[config.mk]
export PLATFORM = sky130hd
export DESIGN_NAME = modular_exponentiation_flat
export DESIGN_NICKNAME = d
export VERILOG_FILES = /design/src/rtl/mexp_pkg.sv /design/src/rtl/mexp_if.sv /design/src/rtl/modular_exponentiation.sv /design/src/flat_wrapper.sv
export VERILOG_INCLUDE_DIRS = /design/src /design/src/rtl
export SDC_FILE = /design/constraint.sdc
export NUM_CORES = 1
export LEC_CHECK = 0
export BUFFER_PORTS_ARGS = -buffer_cell sky130_fd_sc_hd__buf_4
export CAP_MARGIN = 20
export CORE_ASPECT_RATIO = 0.6
export CORE_UTILIZATION = 44
export CTS_CLUSTER_SIZE = 20
export DETAILED_ROUTE_END_ITERATION = 8
export GPL_TIMING_DRIVEN = 0
export SLEW_MARGIN = 20
export SYNTH_ARGS = -nofsm -noshare
export SYNTH_HDL_FRONTEND = slang
export SYNTH_SLANG_ARGS = --single-unit
[constraint.sdc]
create_clock -name i_clk -period 13.4 [get_ports i_clk]
set_input_delay 2.68 -clock i_clk [delete_from_list [all_inputs] [get_ports i_clk]]
set_output_delay 2.68 -clock i_clk [all_outputs]
set_load 0.005 [all_outputs]
[src/rtl/modular_exponentiation_defines.svh]
// assertion macros for the modular exponentiation block
// no dependencies; included by the top level only
`ifndef MODULAR_EXPONENTIATION_DEFINES_SVH
`define MODULAR_EXPONENTIATION_DEFINES_SVH
`ifndef SYNTHESIS
`define ME_ASSERT_IMPL(label, clk, rst_n, ante, cons) \
    label: assert property (@(posedge clk) disable iff (!rst_n) (ante) |-> (cons)) \
        else $error("modular_exponentiation: check failed");
`define ME_ASSERT_NEXT(label, clk, rst_n, ante, cons) \
    label: assert property (@(posedge clk) disable iff (!rst_n) (ante) |=> (cons)) \
        else $error("modular_exponentiation: check failed");
`else
`define ME_ASSERT_IMPL(label, clk, rst_n, ante, cons)
`define ME_ASSERT_NEXT(label, clk, rst_n, ante, cons)
`endif
`endif

[src/rtl/mexp_pkg.sv]
// shared types, microcode encoding and control store of the modular exponentiation block
// no dependencies
`default_nettype none

package mexp_pkg;

    localparam int DATA_W = 32;

    typedef struct packed {
        logic [DATA_W-1:0] base_value;
        logic [DATA_W-1:0] exponent;
    } t_req;

    typedef struct packed {
        logic [DATA_W-1:0] power_result;
    } t_rsp;

    typedef enum logic [3:0] {
        S_IDLE,
        S_INIT,
        S_RED_SET,
        S_RED_RUN,
        S_RED_WR,
        S_BIT_TST,
        S_MUL_SET,
        S_MUL_RUN,
        S_MUL_WR,
        S_SQ_SET,
        S_SQ_RUN,
        S_SQ_WR,
        S_DONE
    } t_step;

    typedef enum logic [2:0] {
        C_ALWAYS,
        C_NO_REQ,
        C_MOD_SMALL,
        C_CNT_NZ,
        C_EXP_ZERO,
        C_EBIT_ZERO,
        C_EXP_MORE,
        C_OUT_BUSY
    } t_cond;

    typedef enum logic [1:0] {
        OPA_ONE,
        OPA_ACC,
        OPA_SQ
    } t_opa;

    typedef enum logic {
        OPB_BASE,
        OPB_SQ
    } t_opb;

    typedef struct packed {
        logic  in_rdy;
        logic  acc_init;
        logic  mul_setup;
        t_opa  opa;
        t_opb  opb;
        logic  mul_step;
        logic  wr_acc;
        logic  wr_sq;
        logic  exp_shift;
        logic  out_load;
        t_cond cond;
        t_step jmp;
        t_step nxt;
    } t_ctrl;

    // control store: jump to jmp when cond holds, else go to nxt
    function automatic t_ctrl ctrl_rom(input t_step step);
        t_ctrl w;
        w = '0;
        unique case (step)
            S_IDLE: begin
                w.in_rdy = 1'b1;
                w.cond   = C_NO_REQ;
                w.jmp    = S_IDLE;
                w.nxt    = S_INIT;
            end
            S_INIT: begin
                w.acc_init = 1'b1;
                w.cond     = C_MOD_SMALL;
                w.jmp      = S_DONE;
                w.nxt      = S_RED_SET;
            end
            S_RED_SET: begin
                w.mul_setup = 1'b1;
                w.opa       = OPA_ONE;
                w.opb       = OPB_BASE;
                w.cond      = C_ALWAYS;
                w.jmp       = S_RED_RUN;
                w.nxt       = S_RED_RUN;
            end
            S_RED_RUN: begin
                w.mul_step = 1'b1;
                w.cond     = C_CNT_NZ;
                w.jmp      = S_RED_RUN;
                w.nxt      = S_RED_WR;
            end
            S_RED_WR: begin
                w.wr_sq = 1'b1;
                w.cond  = C_EXP_ZERO;
                w.jmp   = S_DONE;
                w.nxt   = S_BIT_TST;
            end
            S_BIT_TST: begin
                w.cond = C_EBIT_ZERO;
                w.jmp  = S_SQ_SET;
                w.nxt  = S_MUL_SET;
            end
            S_MUL_SET: begin
                w.mul_setup = 1'b1;
                w.opa       = OPA_ACC;
                w.opb       = OPB_SQ;
                w.cond      = C_ALWAYS;
                w.jmp       = S_MUL_RUN;
                w.nxt       = S_MUL_RUN;
            end
            S_MUL_RUN: begin
                w.mul_step = 1'b1;
                w.cond     = C_CNT_NZ;
                w.jmp      = S_MUL_RUN;
                w.nxt      = S_MUL_WR;
            end
            S_MUL_WR: begin
                w.wr_acc = 1'b1;
                w.cond   = C_EXP_MORE;
                w.jmp    = S_SQ_SET;
                w.nxt    = S_DONE;
            end
            S_SQ_SET: begin
                w.mul_setup = 1'b1;
                w.opa       = OPA_SQ;
                w.opb       = OPB_SQ;
                w.cond      = C_ALWAYS;
                w.jmp       = S_SQ_RUN;
                w.nxt       = S_SQ_RUN;
            end
            S_SQ_RUN: begin
                w.mul_step = 1'b1;
                w.cond     = C_CNT_NZ;
                w.jmp      = S_SQ_RUN;
                w.nxt      = S_SQ_WR;
            end
            S_SQ_WR: begin
                w.wr_sq     = 1'b1;
                w.exp_shift = 1'b1;
                w.cond      = C_EXP_MORE;
                w.jmp       = S_BIT_TST;
                w.nxt       = S_DONE;
            end
            S_DONE: begin
                w.out_load = 1'b1;
                w.cond     = C_OUT_BUSY;
                w.jmp      = S_DONE;
                w.nxt      = S_IDLE;
            end
            default: begin
                w.cond = C_ALWAYS;
                w.jmp  = S_IDLE;
                w.nxt  = S_IDLE;
            end
        endcase
        return w;
    endfunction

endpackage

`default_nettype wire

[src/rtl/mexp_if.sv]
// valid/ready channel interfaces for requests and results
// depends on mexp_pkg
`default_nettype none

interface mexp_req_if;
    import mexp_pkg::*;
    logic valid;
    logic ready;
    t_req payload;
    modport source (output valid, output payload, input ready);
    modport sink (input valid, input payload, output ready);
endinterface

interface mexp_rsp_if;
    import mexp_pkg::*;
    logic valid;
    logic ready;
    t_rsp payload;
    modport source (output valid, output payload, input ready);
    modport sink (input valid, input payload, output ready);
endinterface

`default_nettype wire

[src/rtl/modular_exponentiation.sv]
// modular exponentiation: microcoded square-and-multiply with a shift-add modular multiplier
// depends on mexp_pkg, mexp_if and modular_exponentiation_defines.svh
//
//  channel  | dir | payload                      | handshake
//  ---------+-----+------------------------------+-------------
//  i_req    | in  | base_value, exponent         | valid/ready
//  o_rsp    | out | power_result                 | valid/ready
//  cfg      | in  | i_cfg_wr_data (modulus)      | i_cfg_wr_en
//
// one request at a time; a modular multiply runs the set, run and write steps of the shift-add unit
// the base is first reduced by one multiply; then per exponent bit up to the top set one a multiply
// if the bit is set and a squaring, the top bit skipping its squaring
// loop skipped when the modulus is below two; next request taken in the idle step after the result
// the result waits in an output register; the done step holds while the previous one is unread
// synchronous active-low reset; modulus resets to 2
`default_nettype none
`include "modular_exponentiation_defines.svh"

module modular_exponentiation #(
    parameter int WIDTH = 32
) (
    input  wire logic                    i_clk,
    input  wire logic                    i_rst_n,
    input  wire logic                    i_cfg_wr_en,
    input  wire logic [mexp_pkg::DATA_W-1:0] i_cfg_wr_data,
    mexp_req_if.sink                     i_req,
    mexp_rsp_if.source                   o_rsp
);
    import mexp_pkg::*;

    localparam int CNT_W = $clog2(WIDTH);

    t_step r_step;
    t_step n_step;
    t_ctrl ctrl;

    logic [DATA_W-1:0] r_modulus;
    logic [WIDTH-1:0]  r_mod;
    logic [WIDTH-1:0]  r_base;
    logic [WIDTH-1:0]  r_exp;
    logic [WIDTH-1:0]  r_acc;
    logic [WIDTH-1:0]  r_sq;
    logic [WIDTH-1:0]  r_mul_a;
    logic [WIDTH-1:0]  r_mul_b;
    logic [WIDTH-1:0]  r_prod;
    logic [CNT_W-1:0]  r_cnt;
    logic              r_out_valid;
    logic [WIDTH-1:0]  r_out_data;

    logic             cond_hit;
    logic             req_fire;
    logic             out_busy;
    logic             out_go;
    logic             mod_small;
    logic [WIDTH-1:0] opa_val;
    logic [WIDTH-1:0] opb_val;
    logic [WIDTH+1:0] mul_sum;
    logic [WIDTH+1:0] mod_x1;
    logic [WIDTH+1:0] mod_x2;
    logic [WIDTH+1:0] mul_red;
    logic [WIDTH-1:0] mul_next;

    // control decode
    always_comb begin
        ctrl        = ctrl_rom(r_step);
        i_req.ready = ctrl.in_rdy;
        req_fire    = i_req.valid && ctrl.in_rdy;
        out_busy    = r_out_valid && !o_rsp.ready;
        out_go      = ctrl.out_load && !out_busy;
        mod_small   = (r_mod[WIDTH-1:1] == '0);
    end

    always_comb begin
        unique case (ctrl.cond)
            C_ALWAYS:    cond_hit = 1'b1;
            C_NO_REQ:    cond_hit = !i_req.valid;
            C_MOD_SMALL: cond_hit = mod_small;
            C_CNT_NZ:    cond_hit = (r_cnt != '0);
            C_EXP_ZERO:  cond_hit = (r_exp == '0);
            C_EBIT_ZERO: cond_hit = !r_exp[0];
            C_EXP_MORE:  cond_hit = (r_exp[WIDTH-1:1] != '0);
            C_OUT_BUSY:  cond_hit = out_busy;
            default:     cond_hit = 1'b0;
        endcase
    end

    // next step
    always_comb begin
        n_step = cond_hit ? ctrl.jmp : ctrl.nxt;
    end

    always_ff @(posedge i_clk) begin
        if (!i_rst_n) begin
            r_step <= S_IDLE;
        end else begin
            r_step <= n_step;
        end
    end

    always_ff @(posedge i_clk) begin
        if (!i_rst_n) begin
            r_modulus <= DATA_W'(2);
        end else if (i_cfg_wr_en) begin
            r_modulus <= i_cfg_wr_data;
        end
    end

    // operand selection
    always_comb begin
        unique case (ctrl.opa)
            OPA_ONE: opa_val = WIDTH'(1);
            OPA_ACC: opa_val = r_acc;
            OPA_SQ:  opa_val = r_sq;
            default: opa_val = r_acc;
        endcase
        unique case (ctrl.opb)
            OPB_BASE: opb_val = r_base;
            OPB_SQ:   opb_val = r_sq;
            default:  opb_val = r_sq;
        endcase
    end

    // one multiplier bit per cycle: prod = 2*prod + bit*a, then reduce from below 3m
    always_comb begin
        mul_sum = {1'b0, r_prod, 1'b0} + {2'b00, (r_mul_b[WIDTH-1] ? r_mul_a : '0)};
        mod_x1  = {2'b00, r_mod};
        mod_x2  = {1'b0, r_mod, 1'b0};
        priority if (mul_sum >= mod_x2) begin
            mul_red = mul_sum - mod_x2;
        end else if (mul_sum >= mod_x1) begin
            mul_red = mul_sum - mod_x1;
        end else begin
            mul_red = mul_sum;
        end
        mul_next = mul_red[WIDTH-1:0];
    end

    always_ff @(posedge i_clk) begin
        if (req_fire) begin
            r_base <= i_req.payload.base_value[WIDTH-1:0];
            r_exp  <= i_req.payload.exponent[WIDTH-1:0];
            r_mod  <= r_modulus[WIDTH-1:0];
        end
        if (ctrl.acc_init) begin
            r_acc <= mod_small ? '0 : WIDTH'(1);
        end
        if (ctrl.mul_setup) begin
            r_mul_a <= opa_val;
            r_mul_b <= opb_val;
            r_prod  <= '0;
            r_cnt   <= CNT_W'(WIDTH - 1);
        end
        if (ctrl.mul_step) begin
            r_prod  <= mul_next;
            r_mul_b <= {r_mul_b[WIDTH-2:0], 1'b0};
            r_cnt   <= r_cnt - 1'b1;
        end
        if (ctrl.wr_acc) begin
            r_acc <= r_prod;
        end
        if (ctrl.wr_sq) begin
            r_sq <= r_prod;
        end
        if (ctrl.exp_shift) begin
            r_exp <= {1'b0, r_exp[WIDTH-1:1]};
        end
    end

    // result register
    always_ff @(posedge i_clk) begin
        if (!i_rst_n) begin
            r_out_valid <= 1'b0;
        end else if (out_go) begin
            r_out_valid <= 1'b1;
        end else if (o_rsp.ready) begin
            r_out_valid <= 1'b0;
        end
    end

    always_ff @(posedge i_clk) begin
        if (out_go) begin
            r_out_data <= r_acc;
        end
    end

    assign o_rsp.valid                = r_out_valid;
    assign o_rsp.payload.power_result = DATA_W'(r_out_data);

    `ME_ASSERT_NEXT(a_accept_starts, i_clk, i_rst_n, req_fire, r_step == S_INIT)
    `ME_ASSERT_NEXT(a_load_shows, i_clk, i_rst_n, out_go, r_out_valid)
    `ME_ASSERT_IMPL(a_prod_reduced, i_clk, i_rst_n,
        (r_step == S_RED_RUN || r_step == S_MUL_RUN || r_step == S_SQ_RUN), r_prod < r_mod)
    `ME_ASSERT_IMPL(a_acc_reduced, i_clk, i_rst_n, r_step == S_BIT_TST,
        (r_acc < r_mod) && (r_sq < r_mod))

endmodule

`default_nettype wire
[src/flat_wrapper.sv]
// flat-port wrapper written by rule: the top's interface ports become plain ports
module modular_exponentiation_flat import mexp_pkg::*;
#(
    parameter int WIDTH = 32
)
  (i_clk, i_rst_n, i_cfg_wr_en, i_cfg_wr_data, i_req_valid, i_req_payload, i_req_ready, o_rsp_valid, o_rsp_payload, o_rsp_ready);
  mexp_req_if i_req_i ();
  mexp_rsp_if o_rsp_i ();
  input  wire logic i_clk;
  input  wire logic i_rst_n;
  input  wire logic i_cfg_wr_en;
  input  wire logic [mexp_pkg::DATA_W-1:0] i_cfg_wr_data;
  input wire logic [$bits(i_req_i.valid)-1:0] i_req_valid;
  input wire logic [$bits(i_req_i.payload)-1:0] i_req_payload;
  output wire logic [$bits(i_req_i.ready)-1:0] i_req_ready;
  output wire logic [$bits(o_rsp_i.valid)-1:0] o_rsp_valid;
  output wire logic [$bits(o_rsp_i.payload)-1:0] o_rsp_payload;
  input wire logic [$bits(o_rsp_i.ready)-1:0] o_rsp_ready;
  assign i_req_i.valid = i_req_valid;
  assign i_req_i.payload = i_req_payload;
  assign i_req_ready = i_req_i.ready;
  assign o_rsp_valid = o_rsp_i.valid;
  assign o_rsp_payload = o_rsp_i.payload;
  assign o_rsp_i.ready = o_rsp_ready;
  modular_exponentiation #(.WIDTH(WIDTH)) u_core (.i_clk(i_clk), .i_rst_n(i_rst_n), .i_cfg_wr_en(i_cfg_wr_en), .i_cfg_wr_data(i_cfg_wr_data), .i_req(i_req_i), .o_rsp(o_rsp_i));
endmodule
==> flow_metrics.env <==
export IMPL_status="complete, no violations"
export IMPL_crit_slowest_cell="nor4_2"
export IMPL_syn_inst=1629
export IMPL_drive_gt1_frac=0.148
export IMPL_synthTopCellsByCount="edfxtp_1 (291), o21ai_0 (118), nand2_1 (117)"
export IMPL_cts_tree="built"
export IMPL_ant_nets=0
export IMPL_hpwl_mm=40.2
export IMPL_antenna_cells=0
export IMPL_grt_pass1_wl_mm=78.2
export IMPL_grt_max_degree=50
export IMPL_coreArea_um2=40800
export IMPL_cts_resized=0
export IMPL_drv_slew=0
export IMPL_die_y_um=160
export IMPL_drc=0
export IMPL_rsz0062_at_grt="false"
export IMPL_holdBufCountCts=0
export IMPL_r2r_start="u_core.r_mul_b[31]$_DFFE_PP_"
export IMPL_grt_total_usage=0.241
export IMPL_grt_pass1_vias=13100
export IMPL_ys_seq_elements=330
export IMPL_crit_path_cell_trace="clkbuf_1 -> nand2_1 -> inv_1 -> ha_1 -> a211oi_1 -> o21ai_1 -> o21ai_0 -> nand2_1 -> a41oi_1 -> xnor2_1 -> ha_1 -> clkbuf_1 -> nand2_1 -> nor4_2 -> a21boi_0 -> o21a_1 -> nor2_1 -> o21ai_1 -> nor2_2 -> clkbuf_1 -> o21ai_0 -> a21oi_1"
export IMPL_finalWeightedCongestion=0.960
export IMPL_critical_path_arrival_ns=8.25
export IMPL_synth_area_leader_cell="edfxtp_1"
export IMPL_setup_tns_final_ns=0
export IMPL_synth_nets=1829
export IMPL_grt_busiest_layer="met1"
export IMPL_ys_seq_area_frac=0.519
export IMPL_avgViaCountPerCell=5.71
export IMPL_synth_cell_type_count=83
export IMPL_ys_async_sr_fraction=0
export IMPL_via_count=13600
export IMPL_gr_usage_met2=0.329
export IMPL_die_w_um=266
export IMPL_multi_input_area_um2=8310
export IMPL_htreeDepth=2
export IMPL_crit_start="u_core.r_mul_b[31]$_DFFE_PP_"
export IMPL_cp_slowest_stage_delay_ns=0.80
export IMPL_r2r_setup_slack_ns=5.40
export IMPL_start_util=0.450
export IMPL_fin_crit_sh=0.597
export IMPL_worstHoldPathType="reg -> reg"
export IMPL_fmax_mhz=125
export IMPL_synth_edff_count=291
export IMPL_avgSynthCellArea_um2=11.3
export IMPL_crit_required_ns=13.65
export IMPL_hold_viol=0
export IMPL_grt_use_met1=0.393
export IMPL_r2r_cells=22
export IMPL_cts_sink_count=330
export IMPL_netlist_area_um2=18400
export IMPL_worst_pin_slew_ns=1.09
export IMPL_io_buffers=132
export IMPL_insertion_delay_ns=0.54
export IMPL_hp_start="u_core.r_modulus[17]$_SDFFE_PN0P_"
export IMPL_cts_root_buffer="clkbuf_16"
export IMPL_io_pin_count=135
export IMPL_synth_flop_cell="edfxtp_1"
export IMPL_clk_pin_slew_ns=0.06
export IMPL_nNetsFinal=2007
export IMPL_synth_most_common_cell="edfxtp_1"
export IMPL_fin_worst_skew_ns=0.0200
export IMPL_crit_path_end_kind="flip-flop"
export IMPL_cts_made_buffers=35
export IMPL_die_area_um2=42600
export IMPL_nFillCells=3675
export IMPL_post_cts_buffers=0
export IMPL_grt_util_met3=0.0423
export IMPL_cp_endpoint="u_core.r_prod[5]$_SDFFCE_PN0P_"
export IMPL_area_delta_synth_final_pct=16.7
export IMPL_relSlewSlack=0.268
export IMPL_synth_area_top_cells="edfxtp_1 (48%), ha_1 (6.5%), mux2i_1 (5.4%), dfxtp_1 (4.3%), o21ai_0 (3.2%)"
export IMPL_drt_first_pass_iters=6
export IMPL_finalSetupViolations=0
export IMPL_fin_crit_ns=8.00
export IMPL_avgRoutedWirePerCell_um=21.6
export IMPL_crit_type="reg -> reg"
export IMPL_timing_rr_end="u_core.r_prod[5]$_SDFFCE_PN0P_"
export IMPL_rows=57
export IMPL_critPathLaunchType="flip-flop"
export IMPL_cap_violations=0
export IMPL_netlist_area_leader_share=0.476
export IMPL_drt_initial_drc_count=1427
export IMPL_clockBufferDepth=3
export IMPL_totalWireLength_mm=51.6
export IMPL_crit_path_max_fanout=10
export IMPL_antenna_found_initial=1
export IMPL_regArea_um2=9520
export IMPL_yosys_warnings=0
export IMPL_overflow=0
-- cell families (layout without fill, tap and decap cells) --
group / count (synthesis) / after routing / share of synthesized area
DFF: 330 / 330 / 0.519
and+or+nand+nor: 427 / 427 / 0.120
xor gates and xnor gates: 76 / 76 / 0.0363
AOI/OAI and AO/OA: 423 / 423 / 0.150
muxes: 133 / 133 / 0.0757
adders and majority gates: 99 / 99 / 0.0687
buffers and inverters: 141 / 344 / 0.0307
-- registers in the layout, summed over array words and instances (netlist names) --
register	cells
u_core.r_mul_a	32
u_core.r_prod	32
u_core.r_mod	32
u_core.r_step	4
u_core.r_modulus	32
u_core.r_base	32
u_core.o_rsp.payload	32
u_core.r_acc	32
u_core.r_mul_b	32
u_core.r_exp	32
u_core.r_cnt	5
u_core.r_sq	32
u_core.o_rsp.valid	1
-- critical path: cells and delay by family (launching register included) --
family	cells	cell delay [ns]
fa+ha+maj	2	0.56
flops	1	0.44
compound gates	9	3.51
buf+inv	4	1.21
simple gates	6	1.73
xor+xnor	1	0.23
-- metal layers --
metal	wire length [um]	vias up
met5	0	-
met4	728	0
met3	3870	51
met2	20600	463
met1	26400	6651
li1	-	6483
-- how the worst min path moves through the flow --
stage                                       endpoint  cells after the start
after floorplan            u_core.r_mod[0]$_DFFE_PP_                      0
after global placement    u_core.r_mod[26]$_DFFE_PP_                      0
after detailed placement  u_core.r_mod[12]$_DFFE_PP_                      0
after CTS                 u_core.r_mod[15]$_DFFE_PP_                      0
after global routing      u_core.r_mod[15]$_DFFE_PP_                      0
final                     u_core.r_mod[17]$_DFFE_PP_                      0
-- cell usage in the layout, fill, tap and decap left out, types with 21 or more instances in the layout --
cell / synthesis / layout
a21o_1: 32 / 32
a21oi_1: 107 / 107
a22o_1: 31 / 31
and2_1: 39 / 39
and3_1: 40 / 40
buf_4: 2 / 139
clkbuf_1: 50 / 56
clkbuf_16: 0 / 35
dfxtp_1: 39 / 39
edfxtp_1: 291 / 291
ha_1: 96 / 96
inv_1: 73 / 71
mux2_2: 32 / 32
mux2i_1: 99 / 99
nand2_1: 117 / 115
nor2_1: 65 / 65
nor2b_1: 40 / 40
o21a_1: 21 / 21
o21ai_0: 118 / 116
xnor2_1: 48 / 48
xor2_1: 28 / 28
-- area by class of cell --
type                            instances  share of cell area
Tap cell                              560              0.0327
Sequential cell                       330               0.444
Timing Repair Buffer                  141              0.0521
Clock inverter                         21              0.0145
Multi-Input combinational cell       1158               0.388
Clock buffer                           41              0.0419
Buffer                                 67              0.0133
Inverter                               74              0.0131
-- stage by stage --
step / instances / instance area [um^2] / worst slack [ns] / utilization / hold slack, ns
floorplan: 1629 / 18400 / 7.76 / - / 0.408
global placement: 2321 / 20000 / 5.63 / 0.491 / 0.416
detailed placement: 2330 / 20200 / 5.92 / 0.495 / 0.417
CTS: 2392 / 21400 / 5.88 / 0.525 / 0.432
global route: 2392 / 21400 / 5.07 / 0.525 / 0.441
finish: 2392 / 21400 / 5.40 / 0.525 / 0.426
Power is not shown: default switching activity piles up to over one toggle a cycle in this logic, so the estimate is an artifact.
